File: config.mk
export PLATFORM = sky130hd
export DESIGN_NAME = skvt_cell
export DESIGN_NICKNAME = d
export VERILOG_FILES = /design/src/rtl/skvt_pkg.sv /design/src/rtl/skvt_cell.sv
export SDC_FILE = /design/constraint.sdc
export NUM_CORES = 1
export LEC_CHECK = 0
export ABC_CLOCK_PERIOD_IN_PS = 8850
export BUFFER_PORTS_ARGS = -buffer_cell sky130_fd_sc_hd__buf_2
export CAP_MARGIN = 20
export CORE_AREA = 2 2 233 235
export DETAILED_ROUTE_END_ITERATION = 10
export DIE_AREA = 0 0 235 237
export HOLD_SLACK_MARGIN = 0.1
export RECOVER_POWER = 50
export SLEW_MARGIN = 20
export SYNTH_ARGS = -nofsm -noshare
export SYNTH_HDL_FRONTEND = slang
export SYNTH_SLANG_ARGS = --single-unit
File: constraint.sdc
create_clock -name clock -period 8.85 [get_ports clock]
set_input_delay 1.77 -clock clock [delete_from_list [all_inputs] [get_ports clock]]
set_output_delay 1.77 -clock clock [all_outputs]
set_load 0.1 [all_outputs]
File: src/rtl/skvt_pkg.sv
// shared types, codes and helpers for the sorted key/value table
`timescale 1ns / 1ps
package skvt_pkg;

   localparam int DEFAULT_CAPACITY = 256;

   localparam logic [2:0] ACT_INSERT = 3'd0;
   localparam logic [2:0] ACT_FREEZE = 3'd1;
   localparam logic [2:0] ACT_LOOKUP = 3'd2;
   localparam logic [2:0] ACT_WRITE  = 3'd3;
   localparam logic [2:0] ACT_READ   = 3'd4;
   localparam logic [2:0] ACT_CLEAR  = 3'd5;

   localparam logic [2:0] ST_OK    = 3'd0;
   localparam logic [2:0] ST_MISS  = 3'd1;
   localparam logic [2:0] ST_FULL  = 3'd2;
   localparam logic [2:0] ST_RANGE = 3'd3;
   localparam logic [2:0] ST_PHASE = 3'd4;

   typedef struct packed {
      logic [2:0]  action;
      logic [31:0] key;
      logic [63:0] value;
      logic [7:0]  position;
   } req_type;

   typedef struct packed {
      logic [2:0]  status;
      logic [7:0]  found_position;
      logic [31:0] entry_key;
      logic [63:0] entry_value;
      logic [8:0]  entries_used;
   } rsp_type;

   typedef struct packed {
      logic        valid;
      logic [31:0] key;
      logic [63:0] value;
   } entry_type;

   typedef enum logic [3:0] {
      CELL_IDLE,
      CELL_INSERT,
      CELL_WRVAL,
      CELL_CLEAR,
      CELL_SORT,
      CELL_MARK,
      CELL_COMPACT,
      CELL_LOAD_KEY,
      CELL_LOAD_IDX,
      CELL_SHIFT
   } cell_op_type;

   typedef struct packed {
      cell_op_type op;
      logic        odd;
      logic [31:0] key;
      logic [63:0] value;
   } cell_ctl_type;

   // compare-exchange rule for a neighbor pair, lo sits at the lower index
   function automatic logic swap_needed(entry_type lo, entry_type hi, logic compact);
      logic res;
      if (compact) begin
         res = !lo.valid && hi.valid;
      end else begin
         res = lo.valid && hi.valid && (lo.key > hi.key);
      end
      return res;
   endfunction

endpackage

File: src/rtl/skvt_cell.sv
// one table cell: holds an entry, a duplicate token and a result slot
`timescale 1ns / 1ps
module skvt_cell
   import skvt_pkg::*;
#(
   parameter int CAPACITY = DEFAULT_CAPACITY,
   parameter int INDEX    = 0
) (
   input  logic                        clock,
   input  logic                        reset,
   input  cell_ctl_type                ctl,
   input  logic [$clog2(CAPACITY)-1:0] tgt,
   input  entry_type                   left_entry,
   input  entry_type                   right_entry,
   input  logic                        right_dup,
   input  entry_type                   right_slot,
   output entry_type                   entry,
   output logic                        dup,
   output entry_type                   slot
);

   localparam int IDX_W = $clog2(CAPACITY);
   localparam logic [IDX_W-1:0] MY_IDX = IDX_W'(INDEX);
   localparam logic HAS_LEFT  = (INDEX > 0);
   localparam logic HAS_RIGHT = (INDEX < CAPACITY - 1);
   localparam logic MY_PAR    = MY_IDX[0];

   entry_type entry_ff, entry_in;
   entry_type slot_ff, slot_in;
   logic      dup_ff, dup_in;
   logic      is_tgt, is_dup, hit, compact;

   assign is_tgt  = (MY_IDX == tgt);
   assign is_dup  = HAS_RIGHT && entry_ff.valid && right_entry.valid
                    && (entry_ff.key == right_entry.key);
   assign compact = (ctl.op == CELL_COMPACT);

   always_comb begin
      entry_in = entry_ff;
      slot_in  = slot_ff;
      dup_in   = dup_ff;
      hit      = 1'b0;
      case (ctl.op)
         CELL_INSERT: begin
            if (is_tgt) begin
               entry_in = '{valid: 1'b1, key: ctl.key, value: ctl.value};
            end
         end
         CELL_WRVAL: begin
            if (is_tgt) begin
               entry_in.value = ctl.value;
            end
         end
         CELL_CLEAR: begin
            entry_in.valid = 1'b0;
         end
         CELL_SORT, CELL_COMPACT: begin
            // lower cell of the pair when its parity matches the phase
            if (MY_PAR == ctl.odd) begin
               if (HAS_RIGHT && swap_needed(entry_ff, right_entry, compact)) begin
                  entry_in = right_entry;
               end
            end else begin
               if (HAS_LEFT && swap_needed(left_entry, entry_ff, compact)) begin
                  entry_in = left_entry;
               end
            end
            if (compact) begin
               dup_in = HAS_RIGHT ? right_dup : 1'b0;
            end
         end
         CELL_MARK: begin
            // equal right neighbor was inserted later, it wins
            dup_in         = is_dup;
            entry_in.valid = entry_ff.valid && !is_dup;
         end
         CELL_LOAD_KEY, CELL_LOAD_IDX: begin
            if (ctl.op == CELL_LOAD_KEY) begin
               hit = entry_ff.valid && (entry_ff.key == ctl.key);
            end else begin
               hit = entry_ff.valid && is_tgt;
            end
            slot_in = hit ? entry_ff : '0;
         end
         CELL_SHIFT: begin
            slot_in = HAS_RIGHT ? right_slot : '0;
         end
         default: begin
         end
      endcase
   end

   always_ff @(posedge clock) begin
      if (reset) begin
         entry_ff.valid <= 1'b0;
         slot_ff.valid  <= 1'b0;
         dup_ff         <= 1'b0;
      end else begin
         entry_ff <= entry_in;
         slot_ff  <= slot_in;
         dup_ff   <= dup_in;
      end
   end

   assign entry = entry_ff;
   assign dup   = dup_ff;
   assign slot  = slot_ff;

endmodule

==> qor.txt <==
Status = finished with violations
Violated checks = max-capacitance violations, max-slew violations
Asr flop ratio synth = 0%
Most common flop cell mapped by yosys = edfxtp_1
Num rows = 85
Initial core utilization = 17.5%
CP cell instances = clkbuf_1, nor2b_1, nand2_1, a2111oi_0, o211ai_1, o221ai_1, nor3_2, buf_4, buf_4
Worst Max-Slew Pin Slew = 3.76 ns
Clk_lat worst skew = 0.50 ns
Syn_nets = 1239
Unique masters post-synth = 42
Core Region = 53300 um^2
CTS tree = yes
Final TNS setup = 0 ns
Worst min path class = reg2reg
Routability Congestion = 0.876
First-pass GRT wire length = 53.3 mm
Ys Warns = 0
Detailed Route Iter0 Violations = 512
Max cap viols = 3
Final Cycle Share = 66.3%
Die height = 237 um
Worst setup SP type = input port
Clock sink total = 195
Slew headroom = -151%
Drt pass-1 iters = 5
Multi-input gate area = 3190 um^2
Unrepaired setup endpoints after global routing = no
Clock Skew = 0.0164 ns
CTS max path bufs = 2
Vias in the first global route = 8104
Area post-placement = 12600 um^2
Hpwl dp = 29.4 mm
EDFF count, synth = 192
Io pins = 598
Critical path class = in2reg
Final Max Tran Viols = 167
Final std cells w/o fill = 1998
Max Fclk = 0.170 GHz
CTS Buf Count = 17
DR WL/cell = 19.0 um
Worst EP arrival = 6.03 ns
Overall routing resource usage = 13.2%
Syn-to-layout area delta = 38.6%
CTS root buf = clkbuf_16
Hold Vio Cnt, Final = 0
Total grt overflow = 0
Pwr per Cell Area = 175 nW/um^2
Peak supply drop = 0.118 mV
Pin count of the biggest net entering global routing = 98
Die X = 235 um
CTS resizes = 0
Largest stage delay, worst path = 1.36 ns
Share of cells above drive strength 1 = 26.8%
Layout Cell Area excl Fill = 12900 um^2
CP max FO = 72
PortBufs = 500
FF+latch area = 5830 um^2
Final setup viols = 0
H-tree depth = 4
Post-Synthesis Cells = 804
Fill count = 5780
Routed vias/inst = 4.18
Seq cells post-synth = 195
Initial antenna violation count = 5
Worst setup EP type = register
Syn Std Cell Area = 9340 um^2
Die area = 55700 um^2
Most used cell along the critical path = buf_4
Crit path time final = 5.87 ns
Via count = 8353
Reg clk slew, reported paths = 0.08 ns
Post-CTS setup buffer count = 0
Layout Nets = 1722
Drt total wl = 38.0 mm
# placed instances = 1964
Dpl ws = 3.36 ns
Sequential cell area fraction in the yosys report = 62.4%
Leakage = 5.12 nW
Slowest CP cell = nand2_1
Worst endpoint required time = 9.01 ns
DRC Markers = 0
Antenna-violating nets left = 0
Final Worst Setup Slack = 2.98 ns
CTS Hold Bufs = 0
Syn Area/Cell = 11.6 um^2
-- worst paths after layout --
kind                            cells after the start      start  slack [ns]  endpoint
worst max-delay path                                9    ctl[99]        2.98  entry[8]
worst min-delay path                                3   slot[96]        0.54  slot[96]
worst max register to register                      8  entry[95]        4.79  entry[8]
worst min register to register                      3   slot[96]        0.54  slot[96]
-- worst max-delay path, delay by kind of cell --
kind                   cells  cell delay (ns)
buffers and inverters      3             0.89
AND/OR/NAND/NOR            3             1.81
AO/OA/AOI/OAI              3             1.46
-- layout by cell type (no fill, tap or decap), types with 4 or more instances in the layout --
master and instances:
a21oi_1 16, nand2_1 236, nand4_1 15, inv_1 38, xnor2_1 32, nand3_1 5, clkbuf_16 17, buf_4 6
a21o_1 5, inv_6 4, inv_8 4, ha_1 32, nor2_1 12, edfxtp_1 192, o21ai_0 39, a22o_1 96
buf_2 303, clkbuf_1 199, nor4_1 4
-- registers in the layout, summed over array words and instances (netlist names) --
register  flops
slot         97
dup           1
entry        97
-- where the power goes --
group          total (mW)  internal (mW)  switching, mW
combinational       0.409         0.0989          0.310
sequential           1.06           1.05         0.0157
clock               0.801          0.377          0.423
total                2.27           1.52          0.749
-- cells in the mapped netlist (2+ instances only) --
| cell | count | area share, % |
|---|---|---|
| xnor2_1 | 32 | 3.0 |
| nand2_1 | 236 | 9.5 |
| clkbuf_1 | 25 | 1.0 |
| edfxtp_1 | 192 | 62 |
| o21ai_0 | 39 | 2.1 |
| dfxtp_1 | 3 | 0.64 |
| buf_2 | 10 | 0.54 |
| nand3_1 | 5 | 0.27 |
| ha_1 | 32 | 4.3 |
| nor3_1 | 4 | 0.21 |
| buf_1 | 6 | 0.24 |
| a21o_1 | 5 | 0.40 |
| or4_1 | 2 | 0.16 |
| and3_1 | 2 | 0.13 |
| nand2b_1 | 2 | 0.13 |
| a31oi_1 | 3 | 0.20 |
| buf_6 | 3 | 0.36 |
| o211ai_1 | 2 | 0.16 |
| nor4_1 | 4 | 0.27 |
| inv_1 | 38 | 1.5 |
| nand4_1 | 15 | 1.0 |
| nor2_1 | 13 | 0.52 |
| a22o_1 | 96 | 9.0 |
| a21oi_1 | 16 | 0.86 |
| nor2b_1 | 2 | 0.13 |
-- cells by family (layout without fill, tap and decap cells) --
| family | after synthesis | after routing | share of synthesized area (%) |
|---|---|---|---|
| AO/OA/AOI/OAI | 174 | 174 | 14.0 |
| XOR/XNOR | 32 | 32 | 3.00 |
| adder cells (fa/ha/maj) | 32 | 32 | 4.29 |
| buffers and inverters | 83 | 579 | 3.75 |
| flip-flops | 195 | 195 | 62.4 |
| other | 0 | 2 | 0 |
| AND/OR/NAND/NOR | 288 | 288 | 12.6 |
-- final cells by class --
type | count | area share (%)
Clock inverter | 15 | 1.24
Sequential cell | 195 | 45.0
Antenna cell | 2 | 0.0387
Multi-Input combinational cell | 526 | 24.7
Clock buffer | 17 | 3.29
Inverter | 38 | 1.10
Tap cell | 696 | 6.73
Timing Repair Buffer | 509 | 17.9
-- routing by layer --
metal | vias up | share of wire [%] | GRT usage [%] | wire, um
li1 | 3895 | - | - | -
met1 | 4010 | 44 | 17.5 | 16800
met5 | - | 0.026 | 0 | 10
met3 | 43 | 8.1 | 4.51 | 3070
met4 | 2 | 2.3 | 4.93 | 865
met2 | 403 | 45 | 19.7 | 17300
-- through the flow --
| step | hold slack [ns] | util [%] | power [mW] |
|---|---|---|---|
| global placement | 0.524 | 23.7 | 1.49 |
| detailed placement | 0.530 | 23.7 | 1.50 |
| floorplan | 0.958 | - | 1.36 |
| finish | 0.543 | 24.3 | 2.27 |
| CTS | 0.545 | 24.8 | 2.31 |
| global route | 0.591 | 24.3 | 2.36 |
Power figures use the tool's default switching activity.
